[src/hw/rtl/rrsm_pkg.sv]
// Shared types and constants for the request/response stream matcher.
package rrsm_pkg;

   localparam int unsigned QUEUE_DEPTH_DEFAULT = 16;

   localparam int unsigned STREAM_W = 16;
   localparam int unsigned OPCODE_W = 8;
   localparam int unsigned TIME_W   = 64;
   localparam int unsigned CSR_IDX_W  = 8;
   localparam int unsigned CSR_DATA_W = 8;

   // Register map
   localparam logic [CSR_IDX_W-1:0] CSR_SOLITARY_OPCODE   = CSR_IDX_W'(0);
   localparam logic [CSR_IDX_W-1:0] CSR_SUBSTITUTE_OPCODE = CSR_IDX_W'(1);

   localparam logic [OPCODE_W-1:0] SOLITARY_OPCODE_RESET   = OPCODE_W'(12);
   localparam logic [OPCODE_W-1:0] SUBSTITUTE_OPCODE_RESET = OPCODE_W'(11);

   typedef enum logic [1:0] {
      STATUS_MATCHED   = 2'd0,
      STATUS_SOLITARY  = 2'd1,
      STATUS_UNMATCHED = 2'd2,
      STATUS_DROPPED   = 2'd3
   } match_status_type;

   typedef struct packed {
      logic [STREAM_W-1:0] stream;
      logic [OPCODE_W-1:0] opcode;
      logic [TIME_W-1:0]   stamp;
   } entry_type;

   // Controller -> datapath
   typedef struct packed {
      logic             capture;
      logic             push;
      logic             start_scan;
      logic             read_entry;
      logic             advance_scan;
      logic             mark_hit;
      logic             retire_one;
      logic             set_status;
      match_status_type status_code;
      logic             load_out;
   } cmd_type;

   // Datapath -> controller
   typedef struct packed {
      logic is_resp;
      logic is_solitary;
      logic queue_full;
      logic queue_empty;
      logic hit;
      logic scan_last;
      logic head_consumed;
      logic out_free;
   } sts_type;

endpackage

[src/hw/rtl/rrsm_datapath.sv]
// Queue storage, pointers, config registers and result register of the matcher.
module rrsm_datapath import rrsm_pkg::*; #(
   parameter int unsigned QUEUE_DEPTH = QUEUE_DEPTH_DEFAULT
) (
   input  logic                  clock,
   input  logic                  reset,
   input  logic                  req_type,
   input  logic [STREAM_W-1:0]   req_stream_tag,
   input  logic [OPCODE_W-1:0]   req_frame_opcode,
   input  logic [TIME_W-1:0]     req_frame_time,
   input  logic                  csr_valid,
   input  logic [CSR_IDX_W-1:0]  csr_index,
   input  logic [CSR_DATA_W-1:0] csr_data,
   input  cmd_type               cmd,
   output sts_type               sts,
   output logic                  rsp_valid,
   input  logic                  rsp_stall,
   output logic [1:0]            rsp_match_status,
   output logic [STREAM_W-1:0]   rsp_out_stream,
   output logic [OPCODE_W-1:0]   rsp_out_req_opcode,
   output logic [TIME_W-1:0]     rsp_out_req_time,
   output logic [OPCODE_W-1:0]   rsp_out_resp_opcode,
   output logic [TIME_W-1:0]     rsp_out_resp_time
);

   localparam int unsigned IDX_W = $clog2(QUEUE_DEPTH);
   localparam int unsigned OCC_W = $clog2(QUEUE_DEPTH + 1);
   localparam logic [IDX_W-1:0] LAST_IDX = IDX_W'(QUEUE_DEPTH - 1);
   localparam logic [OCC_W-1:0] FULL_OCC = OCC_W'(QUEUE_DEPTH);

   entry_type mem [QUEUE_DEPTH];
   entry_type rd_entry_ff;

   logic [QUEUE_DEPTH-1:0] consumed_ff, consumed_in;
   logic [IDX_W-1:0]       head_ff, head_in;
   logic [IDX_W-1:0]       tail_ff, tail_in;
   logic [IDX_W-1:0]       scan_ptr_ff, scan_ptr_in;
   logic [OCC_W-1:0]       occ_ff, occ_in;
   logic [OCC_W-1:0]       scan_cnt_ff, scan_cnt_in;

   logic                   is_resp_ff;
   logic [STREAM_W-1:0]    tag_ff;
   logic [OPCODE_W-1:0]    opcode_ff;
   logic [TIME_W-1:0]      stamp_ff;
   match_status_type       status_ff;

   logic [OPCODE_W-1:0]    sol_opcode_ff, sub_opcode_ff;

   logic                   rsp_valid_ff, rsp_valid_in;
   logic [1:0]             match_status_ff;
   logic [STREAM_W-1:0]    out_stream_ff;
   logic [OPCODE_W-1:0]    out_req_opcode_ff, out_req_opcode_in;
   logic [TIME_W-1:0]      out_req_time_ff, out_req_time_in;
   logic [OPCODE_W-1:0]    out_resp_opcode_ff, out_resp_opcode_in;
   logic [TIME_W-1:0]      out_resp_time_ff, out_resp_time_in;

   function automatic logic [IDX_W-1:0] wrap_inc(input logic [IDX_W-1:0] p);
      return (p == LAST_IDX) ? '0 : p + 1'b1;
   endfunction

   // ---------------- status ----------------
   assign sts.is_resp       = is_resp_ff;
   assign sts.is_solitary   = (opcode_ff == sol_opcode_ff);
   assign sts.queue_full    = (occ_ff == FULL_OCC);
   assign sts.queue_empty   = (occ_ff == '0);
   assign sts.hit           = !consumed_ff[scan_ptr_ff] && (rd_entry_ff.stream == tag_ff);
   assign sts.scan_last     = ((scan_cnt_ff + 1'b1) == occ_ff);
   assign sts.head_consumed = (occ_ff != '0) && consumed_ff[head_ff];
   assign sts.out_free      = !rsp_valid_ff || !rsp_stall;

   // ---------------- capture and config ----------------
   always_ff @(posedge clock) begin
      if (cmd.capture) begin
         is_resp_ff <= req_type;
         tag_ff     <= req_stream_tag;
         opcode_ff  <= req_frame_opcode;
         stamp_ff   <= req_frame_time;
      end
      if (cmd.set_status) begin
         status_ff <= cmd.status_code;
      end
   end

   always_ff @(posedge clock) begin
      if (reset) begin
         sol_opcode_ff <= SOLITARY_OPCODE_RESET;
         sub_opcode_ff <= SUBSTITUTE_OPCODE_RESET;
      end else if (csr_valid) begin
         if (csr_index == CSR_SOLITARY_OPCODE) begin
            sol_opcode_ff <= csr_data;
         end else if (csr_index == CSR_SUBSTITUTE_OPCODE) begin
            sub_opcode_ff <= csr_data;
         end
      end
   end

   // ---------------- queue memory ----------------
   always_ff @(posedge clock) begin
      if (cmd.push) begin
         mem[tail_ff] <= '{stream: tag_ff, opcode: opcode_ff, stamp: stamp_ff};
      end
      if (cmd.read_entry) begin
         rd_entry_ff <= mem[scan_ptr_ff];
      end
   end

   // ---------------- pointers and consumed flags ----------------
   always_comb begin
      consumed_in = consumed_ff;
      head_in     = head_ff;
      tail_in     = tail_ff;
      occ_in      = occ_ff;
      scan_ptr_in = scan_ptr_ff;
      scan_cnt_in = scan_cnt_ff;
      if (cmd.push) begin
         consumed_in[tail_ff] = 1'b0;
         tail_in              = wrap_inc(tail_ff);
         occ_in               = occ_ff + 1'b1;
      end
      if (cmd.start_scan) begin
         scan_ptr_in = head_ff;
         scan_cnt_in = '0;
      end
      if (cmd.advance_scan) begin
         scan_ptr_in = wrap_inc(scan_ptr_ff);
         scan_cnt_in = scan_cnt_ff + 1'b1;
      end
      if (cmd.mark_hit) begin
         consumed_in[scan_ptr_ff] = 1'b1;
      end
      if (cmd.retire_one) begin
         consumed_in[head_ff] = 1'b0;
         head_in              = wrap_inc(head_ff);
         occ_in               = occ_ff - 1'b1;
      end
   end

   always_ff @(posedge clock) begin
      if (reset) begin
         consumed_ff <= '0;
         head_ff     <= '0;
         tail_ff     <= '0;
         occ_ff      <= '0;
         scan_ptr_ff <= '0;
         scan_cnt_ff <= '0;
      end else begin
         consumed_ff <= consumed_in;
         head_ff     <= head_in;
         tail_ff     <= tail_in;
         occ_ff      <= occ_in;
         scan_ptr_ff <= scan_ptr_in;
         scan_cnt_ff <= scan_cnt_in;
      end
   end

   // ---------------- result register ----------------
   always_comb begin
      unique case (status_ff)
         STATUS_MATCHED: begin
            out_req_opcode_in  = rd_entry_ff.opcode;
            out_req_time_in    = rd_entry_ff.stamp;
            out_resp_opcode_in = opcode_ff;
            out_resp_time_in   = stamp_ff;
         end
         STATUS_SOLITARY: begin
            out_req_opcode_in  = sub_opcode_ff;
            out_req_time_in    = stamp_ff;
            out_resp_opcode_in = opcode_ff;
            out_resp_time_in   = stamp_ff;
         end
         STATUS_UNMATCHED: begin
            out_req_opcode_in  = '0;
            out_req_time_in    = '0;
            out_resp_opcode_in = opcode_ff;
            out_resp_time_in   = stamp_ff;
         end
         default: begin
            // dropped request: request fields echo the frame
            out_req_opcode_in  = opcode_ff;
            out_req_time_in    = stamp_ff;
            out_resp_opcode_in = '0;
            out_resp_time_in   = '0;
         end
      endcase
   end

   always_comb begin
      if (cmd.load_out) begin
         rsp_valid_in = 1'b1;
      end else if (!rsp_stall) begin
         rsp_valid_in = 1'b0;
      end else begin
         rsp_valid_in = rsp_valid_ff;
      end
   end

   always_ff @(posedge clock) begin
      if (reset) begin
         rsp_valid_ff <= 1'b0;
      end else begin
         rsp_valid_ff <= rsp_valid_in;
      end
   end

   always_ff @(posedge clock) begin
      if (cmd.load_out) begin
         match_status_ff    <= status_ff;
         out_stream_ff      <= tag_ff;
         out_req_opcode_ff  <= out_req_opcode_in;
         out_req_time_ff    <= out_req_time_in;
         out_resp_opcode_ff <= out_resp_opcode_in;
         out_resp_time_ff   <= out_resp_time_in;
      end
   end

   assign rsp_valid           = rsp_valid_ff;
   assign rsp_match_status    = match_status_ff;
   assign rsp_out_stream      = out_stream_ff;
   assign rsp_out_req_opcode  = out_req_opcode_ff;
   assign rsp_out_req_time    = out_req_time_ff;
   assign rsp_out_resp_opcode = out_resp_opcode_ff;
   assign rsp_out_resp_time   = out_resp_time_ff;

endmodule

[src/hw/rtl/rrsm_controller.sv]
// Sequencing state machine of the matcher: decode, tag search, head retirement, emit.
module rrsm_controller import rrsm_pkg::*; (
   input  logic    clock,
   input  logic    reset,
   input  logic    req_valid,
   output logic    req_stall,
   input  sts_type sts,
   output cmd_type cmd
);

   typedef enum logic [2:0] {
      ST_IDLE,
      ST_DECODE,
      ST_READ,
      ST_COMPARE,
      ST_RETIRE,
      ST_EMIT
   } state_type;

   state_type state_ff, state_in;
   logic      req_stall_ff;

   always_comb begin
      cmd         = '0;
      cmd.status_code = STATUS_MATCHED;
      state_in    = state_ff;
      unique case (state_ff)
         ST_IDLE: begin
            if (req_valid) begin
               cmd.capture = 1'b1;
               state_in    = ST_DECODE;
            end
         end
         ST_DECODE: begin
            priority if (!sts.is_resp) begin
               if (sts.queue_full) begin
                  cmd.set_status  = 1'b1;
                  cmd.status_code = STATUS_DROPPED;
                  state_in        = ST_EMIT;
               end else begin
                  cmd.push = 1'b1;
                  state_in = ST_IDLE;
               end
            end else if (sts.is_solitary) begin
               cmd.set_status  = 1'b1;
               cmd.status_code = STATUS_SOLITARY;
               state_in        = ST_EMIT;
            end else if (sts.queue_empty) begin
               cmd.set_status  = 1'b1;
               cmd.status_code = STATUS_UNMATCHED;
               state_in        = ST_EMIT;
            end else begin
               cmd.start_scan = 1'b1;
               state_in       = ST_READ;
            end
         end
         ST_READ: begin
            cmd.read_entry = 1'b1;
            state_in       = ST_COMPARE;
         end
         ST_COMPARE: begin
            priority if (sts.hit) begin
               cmd.mark_hit    = 1'b1;
               cmd.set_status  = 1'b1;
               cmd.status_code = STATUS_MATCHED;
               state_in        = ST_RETIRE;
            end else if (sts.scan_last) begin
               cmd.set_status  = 1'b1;
               cmd.status_code = STATUS_UNMATCHED;
               state_in        = ST_RETIRE;
            end else begin
               cmd.advance_scan = 1'b1;
               state_in         = ST_READ;
            end
         end
         ST_RETIRE: begin
            if (sts.head_consumed) begin
               cmd.retire_one = 1'b1;
            end else begin
               state_in = ST_EMIT;
            end
         end
         ST_EMIT: begin
            if (sts.out_free) begin
               cmd.load_out = 1'b1;
               state_in     = ST_IDLE;
            end
         end
         default: begin
            state_in = ST_IDLE;
         end
      endcase
   end

   always_ff @(posedge clock) begin
      if (reset) begin
         state_ff     <= ST_IDLE;
         req_stall_ff <= 1'b0;
      end else begin
         state_ff     <= state_in;
         req_stall_ff <= (state_in != ST_IDLE);
      end
   end

   assign req_stall = req_stall_ff;

endmodule

[src/hw/rtl/request_response_stream_matcher_top.sv]
// Top level of the request/response stream matcher.
//
// Request channel (req_*): frames with a type bit (0 request, 1 response),
// stream tag, opcode and capture time. An item is taken when req_valid is
// high and req_stall is low. Requests go into an ordered queue of QUEUE_DEPTH
// entries; a response takes the oldest unconsumed request of its stream.
// Result channel (rsp_*): at most one record per item, held in an output
// register until taken (rsp_valid high, rsp_stall low). While a record waits
// the block still accepts and works on the next item; it waits to emit only when a
// second record is ready and the register is still full.
// Config channel (csr_*): always ready; index 0 sets the event opcode,
// index 1 the substitute request opcode, other indexes are ignored.
// Work per item: a request is captured and stored; an event, a dropped request
// or a response on an empty queue is captured, decoded and emitted; other
// responses run a tag search (one registered queue-memory read and one compare
// per examined entry), retire consumed head entries, one per cycle, and emit.
// Reset empties the queue and loads opcode defaults 12 and 11; no clear pass.
module request_response_stream_matcher_top import rrsm_pkg::*; #(
   parameter int unsigned QUEUE_DEPTH = QUEUE_DEPTH_DEFAULT
) (
   input  logic                  clock,
   input  logic                  reset,
   input  logic                  req_valid,
   output logic                  req_stall,
   input  logic                  req_type,
   input  logic [STREAM_W-1:0]   req_stream_tag,
   input  logic [OPCODE_W-1:0]   req_frame_opcode,
   input  logic [TIME_W-1:0]     req_frame_time,
   output logic                  rsp_valid,
   input  logic                  rsp_stall,
   output logic [1:0]            rsp_match_status,
   output logic [STREAM_W-1:0]   rsp_out_stream,
   output logic [OPCODE_W-1:0]   rsp_out_req_opcode,
   output logic [TIME_W-1:0]     rsp_out_req_time,
   output logic [OPCODE_W-1:0]   rsp_out_resp_opcode,
   output logic [TIME_W-1:0]     rsp_out_resp_time,
   input  logic                  csr_valid,
   output logic                  csr_ready,
   input  logic [CSR_IDX_W-1:0]  csr_index,
   input  logic [CSR_DATA_W-1:0] csr_data
);

   cmd_type cmd;
   sts_type sts;

   assign csr_ready = 1'b1;

   rrsm_controller u_ctrl (
      .clock     (clock),
      .reset     (reset),
      .req_valid (req_valid),
      .req_stall (req_stall),
      .sts       (sts),
      .cmd       (cmd)
   );

   rrsm_datapath #(
      .QUEUE_DEPTH (QUEUE_DEPTH)
   ) u_dp (
      .clock               (clock),
      .reset               (reset),
      .req_type            (req_type),
      .req_stream_tag      (req_stream_tag),
      .req_frame_opcode    (req_frame_opcode),
      .req_frame_time      (req_frame_time),
      .csr_valid           (csr_valid && csr_ready),
      .csr_index           (csr_index),
      .csr_data            (csr_data),
      .cmd                 (cmd),
      .sts                 (sts),
      .rsp_valid           (rsp_valid),
      .rsp_stall           (rsp_stall),
      .rsp_match_status    (rsp_match_status),
      .rsp_out_stream      (rsp_out_stream),
      .rsp_out_req_opcode  (rsp_out_req_opcode),
      .rsp_out_req_time    (rsp_out_req_time),
      .rsp_out_resp_opcode (rsp_out_resp_opcode),
      .rsp_out_resp_time   (rsp_out_resp_time)
   );

   // an accepted item always keeps the block busy for the next cycle
   a_busy_after_accept: assert property (@(posedge clock) disable iff (reset)
      req_valid && !req_stall |=> req_stall)
      else $error("request channel not stalled after an accepted item");

   a_push_not_full: assert property (@(posedge clock) disable iff (reset)
      cmd.push |-> !sts.queue_full)
      else $error("push into a full queue");

   a_load_needs_room: assert property (@(posedge clock) disable iff (reset)
      cmd.load_out |-> sts.out_free)
      else $error("result register overwritten while still held");

   a_empty_full_exclusive: assert property (@(posedge clock) disable iff (reset)
      !(sts.queue_empty && sts.queue_full))
      else $error("queue reported both empty and full");

endmodule
[config.mk]
export PLATFORM = sky130hd
export DESIGN_NAME = request_response_stream_matcher_top
export DESIGN_NICKNAME = d
export VERILOG_FILES = /design/src/hw/rtl/rrsm_pkg.sv /design/src/hw/rtl/rrsm_datapath.sv /design/src/hw/rtl/rrsm_controller.sv /design/src/hw/rtl/request_response_stream_matcher_top.sv
export SDC_FILE = /design/constraint.sdc
export NUM_CORES = 2
export LEC_CHECK = 0
export BUFFER_PORTS_ARGS = -buffer_cell sky130_fd_sc_hd__clkbuf_2
export CAP_MARGIN = 20
export CORE_MARGIN = 4
export CORE_UTILIZATION = 40
export DETAILED_ROUTE_END_ITERATION = 8
export PLACE_DENSITY_LB_ADDON = 0.12
export SLEW_MARGIN = 5
export SYNTH_ARGS = -nofsm -noshare
export SYNTH_HDL_FRONTEND = slang
export SYNTH_SLANG_ARGS = --single-unit
[constraint.sdc]
create_clock -name clock -period 15.05 [get_ports clock]
set_input_delay 2.2575 -clock clock [delete_from_list [all_inputs] [get_ports clock]]
set_output_delay 2.2575 -clock clock [all_outputs]
set_load 0.02 [all_outputs]
## After elaboration in Yosys (flattened, before gate mapping)

Memories as Yosys holds them, arrays and structs flattened. A register that Yosys moved wholly into a read port is not among the register bits.
Cells that the tools add are included.

- Register bits after elaboration: 312
- Bits in latches: 0
- Bits in writable memories: 1,408
- Bits in read-only memories: 0
- Logic and storage cells: 139
- Memories kept: 1

Memories:

| name | depth | bits a word | read ports | clocked after Yosys merged registers in | wr ports | line | source |
|---|---|---|---|---|---|---|---|
| u_dp.mem | 16 | 88 | 1 | 1 | 1 | rrsm_datapath.sv:31 | `entry_type mem [QUEUE_DEPTH];` |

- $add $sub $neg: 6
- Multipliers: 0
- Divide/modulo/power cells: 0
- Magnitude comparators: 6
- Equality and inequality tests: 16
- Shifts and indexed selects: 0
- Multiplexer cells: 62
- Bitwise gates (word level): 6
- Reduce and logical (&&, ||, !) cells: 20

Operators with widths:

| cell | number |
|---|---|
| $pmux 64 s2 | 1 |
| $mux 16 | 3 |
| $mux 3 | 15 |
| $and 16x16->16 | 2 |
| $not 16->16 | 2 |
| $mux 1 | 24 |
| $pmux 8 s3 | 1 |
| $mux 4 | 5 |
| $mux 5 | 4 |
| $pmux 3 s6 | 1 |
| $eq 16x16->1 | 1 |
| $or 16x16->16 | 1 |
| $lt 4x5->1 const B | 3 |
| $add 4x1->4 const B | 3 |
| $demux 1 s4 | 3 |
| $eq 4x4->1 const B | 3 |
| $ge 4x1->1 const B | 3 |
| $add 5x1->5 const B | 2 |
| $bmux 1 s4 | 2 |
| $eq 8x1->1 const B | 1 |
| $eq 8x8->1 | 1 |
| $logic_not 8->1 | 1 |
| $eq 3x2->1 const B | 2 |
| $eq 3x3->1 const B | 2 |
| other kinds (22) | 30 |

## Longest topological paths before layout

- Word-level depth: 11
- Mapped depth: 12

## Hierarchy

From an unflattened synthesis, not the netlist that was laid out.

- Cell total of the unflattened synthesis: 2,892
- Area, all modules: 67,827.6 µm²

Modules (own cells, without submodules):

| module | times used | cells an instance | area each (µm²) | seq. area each (µm²) |
|---|---|---|---|---|
| rrsm_datapath | 1 | 2,843 | 67,484.7 | 53,621.4 |
| rrsm_controller | 1 | 47 | 331.6 | 80.1 |
| request_response_stream_matcher_top | 1 | 2 | 11.3 | 0.0 |

## Least setup slack after synthesis

No wires, ideal clock.

- Path kind: in2reg
- From: in req_valid
- To: reg u_dp.is_resp_ff, enable pin
- Data arrival time: 11.232 ns
- Required time: 14.264 ns
- Slack: 3.032 ns
- Cell stages on the path: 1
- Buffers on the path: 0
- Cell sequence: nor4b_1

- Word-level cells in the longest chain between the ends: 2

RTL lines:

| what | line | source |
|---|---|---|
| start: declaration | request_response_stream_matcher_top.sv:23 | `input logic req_valid,` |
| $mux 1 | rrsm_controller.sv:29 | `if (req_valid) begin` |
| $mux 1 | rrsm_controller.sv:27 | `unique case (state_ff)` |
| end signal: assignment | rrsm_datapath.sv:74 | `is_resp_ff <= req_type;` |
| end: declaration | rrsm_datapath.sv:41 | `logic is_resp_ff;` |

No other way between the ends.
A chain may end at the register's enable or synchronous reset.

## Worst setup path in the final report

- From: reg u_ctrl.state_ff[0]
- To: mem u_dp.mem[6][27] (netlist name), enable pin

- Word-level cells in the longest chain between the ends: 4

RTL lines:

| what | line | source |
|---|---|---|
| start: declaration | rrsm_controller.sv:20 | `state_type state_ff, state_in;` |
| start signal: assignment | rrsm_controller.sv:100 | `state_ff <= state_in;` |
| $eq 3x1->1 | rrsm_controller.sv:27 |  |
| $mux 2 | rrsm_controller.sv:27 |  |
| $mux 1 | rrsm_datapath.sv:99 | `if (cmd.push) begin` |
| $mux 1 (implied by the code) | rrsm_datapath.sv:100 | `mem[tail_ff] <= '{stream: tag_ff, opcode: opcode_ff, stamp: stamp_ff};` |
| end: declaration | rrsm_datapath.sv:31 |  |

No other way between the ends.

==> reports/qor.txt <==
run status: finished clean
Initial DRC Count: 2,838
Final Wtd Congestion: 0.769
Final Critical Period: 4280 ps
Sw Share: 21.1%
largest net degree at the start of global routing: 160
area of the die: 176,000 µm²
maxcap violations: 0
GRT Util Overall: 19.0%
Row Count: 150
clk_lat worst skew: 810 ps
Clock Tree Root: clkbuf_16
Tcrit/Tclk final: 28.4%
PortBufs: 273
RSZ-0062 raised after global routing: false
total wire length: 166 mm
initial antenna violation count: 8
share of cells above drive strength 1: 31.6%
Req. time, crit path: 15,460 ps
TritonCTS Buffers: 192
Power Density: 136 nW/µm²
final net count: 3,406
switching power: 2.23 mW
Ys Warns: 0
CTS Buffer Depth: 3
worst-path maximum fanout: 43
Async S/R FF share, synth: 0%
Comb pwr share: 2.5%
Leakage: 24.3 nW
cts hold-fix bufs: 0
vias: 31.3k
placed cell count: 5,289
number of synthesized register bits: 1,808
Worst IR Drop VDD: 0.000115 V
Crit path arrival time: 4690 ps
number of global-route vias before repair: 33.7k
Core Area: 168,000 µm²
critical path type: reg -> reg
CTS resizes: 0
endpoints failing hold: 0
synthesized area per cell: 23.4 µm²
cell-internal power: 8.35 mW
Max Slew Vio Count: 0
Filler Cell Count: 13.9k
number of synthesized flops with an enable pin: 1,749
dpl ws: 10,740 ps
Mapped Area: 67,700 µm²
Unique masters post-synth: 56
post-CTS setup buffer count: 0
Syn Nets: 3,019
Starting Density: 40.4%
Worst Setup Start Kind: register
Crit. End Element: register
clk sinks: 1,808
top-level I/O count: 275
antenna viol nets, final: 0
final setup fails: 0
Tightest Pin Transition: 1130 ps
dominant synthesized flop cell: edfxtp_1
relative slew slack: 24.7%
CTS H-tree depth: 4
Setup TNS Final: 0 ps
Post-Synthesis Cells: 2,892
Vias/cell: 5.54
Wirelength per Cell: 29.3 µm
hpwl dp: 83.9 mm
final worst slack: 10,770 ps
Die W: 420 µm
CTS tree: built
Sequential Power Share: 54.6%
Post-route DRC: 0
iteration count of the initial detailed-routing pass: 5
GRT Residual Overflow: 0
hold crit path type: reg -> reg
Clock Pin Slew Worst Setup and Hold Paths: 60 ps
die span in y: 420 µm
Clk network pwr share: 42.9%
Syn-to-layout area delta: 15.2%
sequential share of the synthesized area: 79.3%
Finished Layout Cells: 5,646
fmax: 234 MHz
first-pass GRT wire length: 241 mm
Final Skew: 28.0 ps
## power by group through the flow
stage	logic (mW)	clock network, mW	registers, mW
floorplan	0.143	0	5.85
global placement	0.266	0	5.88
detailed placement	0.270	0	5.89
CTS	0.271	4.66	5.79
global route	0.283	4.89	5.80
finish	0.262	4.54	5.78
## logic make-up (layout without fill, tap and decap cells)
| logic type | Yosys count | in the layout | share of synthesized area, % |
|---|---|---|---|
| flops | 1808 | 1808 | 79.3 |
| mux | 477 | 477 | 15.3 |
| simple gates | 233 | 233 | 1.89 |
| compound gates | 161 | 161 | 1.80 |
| buf+inv | 160 | 709 | 0.936 |
| xor+xnor | 35 | 35 | 0.452 |
| fa+ha+maj | 17 | 17 | 0.325 |
| other cells | 1 | 2 | 0.00554 |
## layer usage
layer	part of all wire, %	vias up	GRT usage (%)	wire length, µm
met4	1.6	0	4.24	2730
met3	5.0	197	2.95	8340
li1	-	13066	-	-
met1	43	17113	26.1	70500
met5	0	-	0	0
met2	51	931	32.1	84000
## stage by stage
stage | hold WS, ps | instance area (µm²) | util [%] | total power [mW]
floorplan | 439 | 67700 | - | 6.00
global placement | 464 | 72000 | 42.9 | 6.14
detailed placement | 478 | 72000 | 42.9 | 6.16
CTS | 490 | 78100 | 46.5 | 10.7
global route | 523 | 78100 | 46.5 | 11.0
finish | 495 | 78100 | 46.5 | 10.6
## registers in the layout, indices dropped and copies added, names as in the netlist, 4 cells and up
name                      flops
u_dp.opcode_ff                8
u_dp.tag_ff                  16
u_dp.rd_entry_ff             88
u_dp.rsp_out_resp_time       64
u_dp.rsp_out_req_opcode       8
u_dp.scan_cnt_ff              5
u_dp.stamp_ff                64
u_dp.rsp_out_resp_opcode      8
u_dp.occ_ff                   5
u_dp.consumed_ff             16
u_dp.sol_opcode_ff            8
u_dp.rsp_out_req_time        64
u_dp.tail_ff                  4
u_dp.head_ff                  4
u_dp.sub_opcode_ff            8
u_dp.rsp_out_stream          16
u_dp.mem                   1408
u_dp.scan_ptr_ff              4
## final cells by class
type | instances | area, µm² | area share, %
Clock inverter | 117 | 1030 | 1.32
Clock buffer | 239 | 5040 | 6.46
Inverter | 18 | 70.1 | 0.0897
Timing Repair Buffer | 335 | 1920 | 2.46
Antenna cell | 1 | 2.50 | 0.00321
Sequential cell | 1808 | 53700 | 68.8
Multi-Input combinational cell | 924 | 13500 | 17.3
Tap cell | 2204 | 2760 | 3.53
## synthesized netlist by cell type, drive strengths merged (3+ instances only)
library cell | number | area (µm²)
mux4 | 448 | 10100
nand3b | 3 | 22.5
clkbuf | 88 | 330
a211oi | 6 | 45.0
and2 | 78 | 488
nor2b | 5 | 31.3
mux2i | 28 | 280
nor3 | 8 | 51.3
dfxtp | 59 | 1180
edfxtp | 1749 | 52500
o21ai | 18 | 93.8
a22o | 64 | 561
a21o | 5 | 37.5
a21oi | 22 | 110
a31o | 3 | 26.3
and3 | 9 | 56.3
inv | 18 | 67.6
o211ai | 5 | 37.5
ha | 16 | 200
xor2 | 30 | 263
nand2 | 33 | 124
nand2b | 13 | 81.3
a31oi | 4 | 25.0
nor2 | 34 | 128
nand4 | 7 | 43.8
nand3 | 25 | 125
xnor2 | 5 | 43.8
o31ai | 7 | 52.6
a221oi | 14 | 123
buf | 54 | 236
nor4 | 8 | 50.1
## worst max-delay path, stage by stage, from the launching register on
cell,delay (ps)
dfxtp_1,460
nor3b_1,500
and2_0,830
and3_4,380
buf_4,770
buf_4,880
## layout by cell type, fill, tap and decap left out, drive strengths merged, types with 4 or more instances in the layout
cell and n:
a211oi 6, a21o 5, a21oi 22, a221oi 14
a22o 64, a31oi 4, and2 78, and3 9
buf 62, bufinv 12, clkbuf 512, clkinv 94
dfxtp 59, edfxtp 1749, ha 16, inv 27
mux2i 28, mux4 448, nand2 33, nand2b 13
nand3 25, nand4 7, nor2 34, nor2b 5
nor3 8, nor4 8, o211ai 5, o21ai 18
o31ai 7, xnor2 5, xor2 30
## final timing paths
path	startpoint	endpoint	slack [ps]	depth (start not counted)
max	u_ctrl.state_ff[0]	u_dp.mem[6][27]	10770	5
min	u_dp.sub_opcode_ff[3]	u_dp.sub_opcode_ff[3]	500	2
max reg2reg	u_ctrl.state_ff[0]	u_dp.mem[6][27]	10770	5
min reg2reg	u_dp.sub_opcode_ff[3]	u_dp.sub_opcode_ff[3]	500	2
Note: power is estimated with default switching activity, not from simulation.
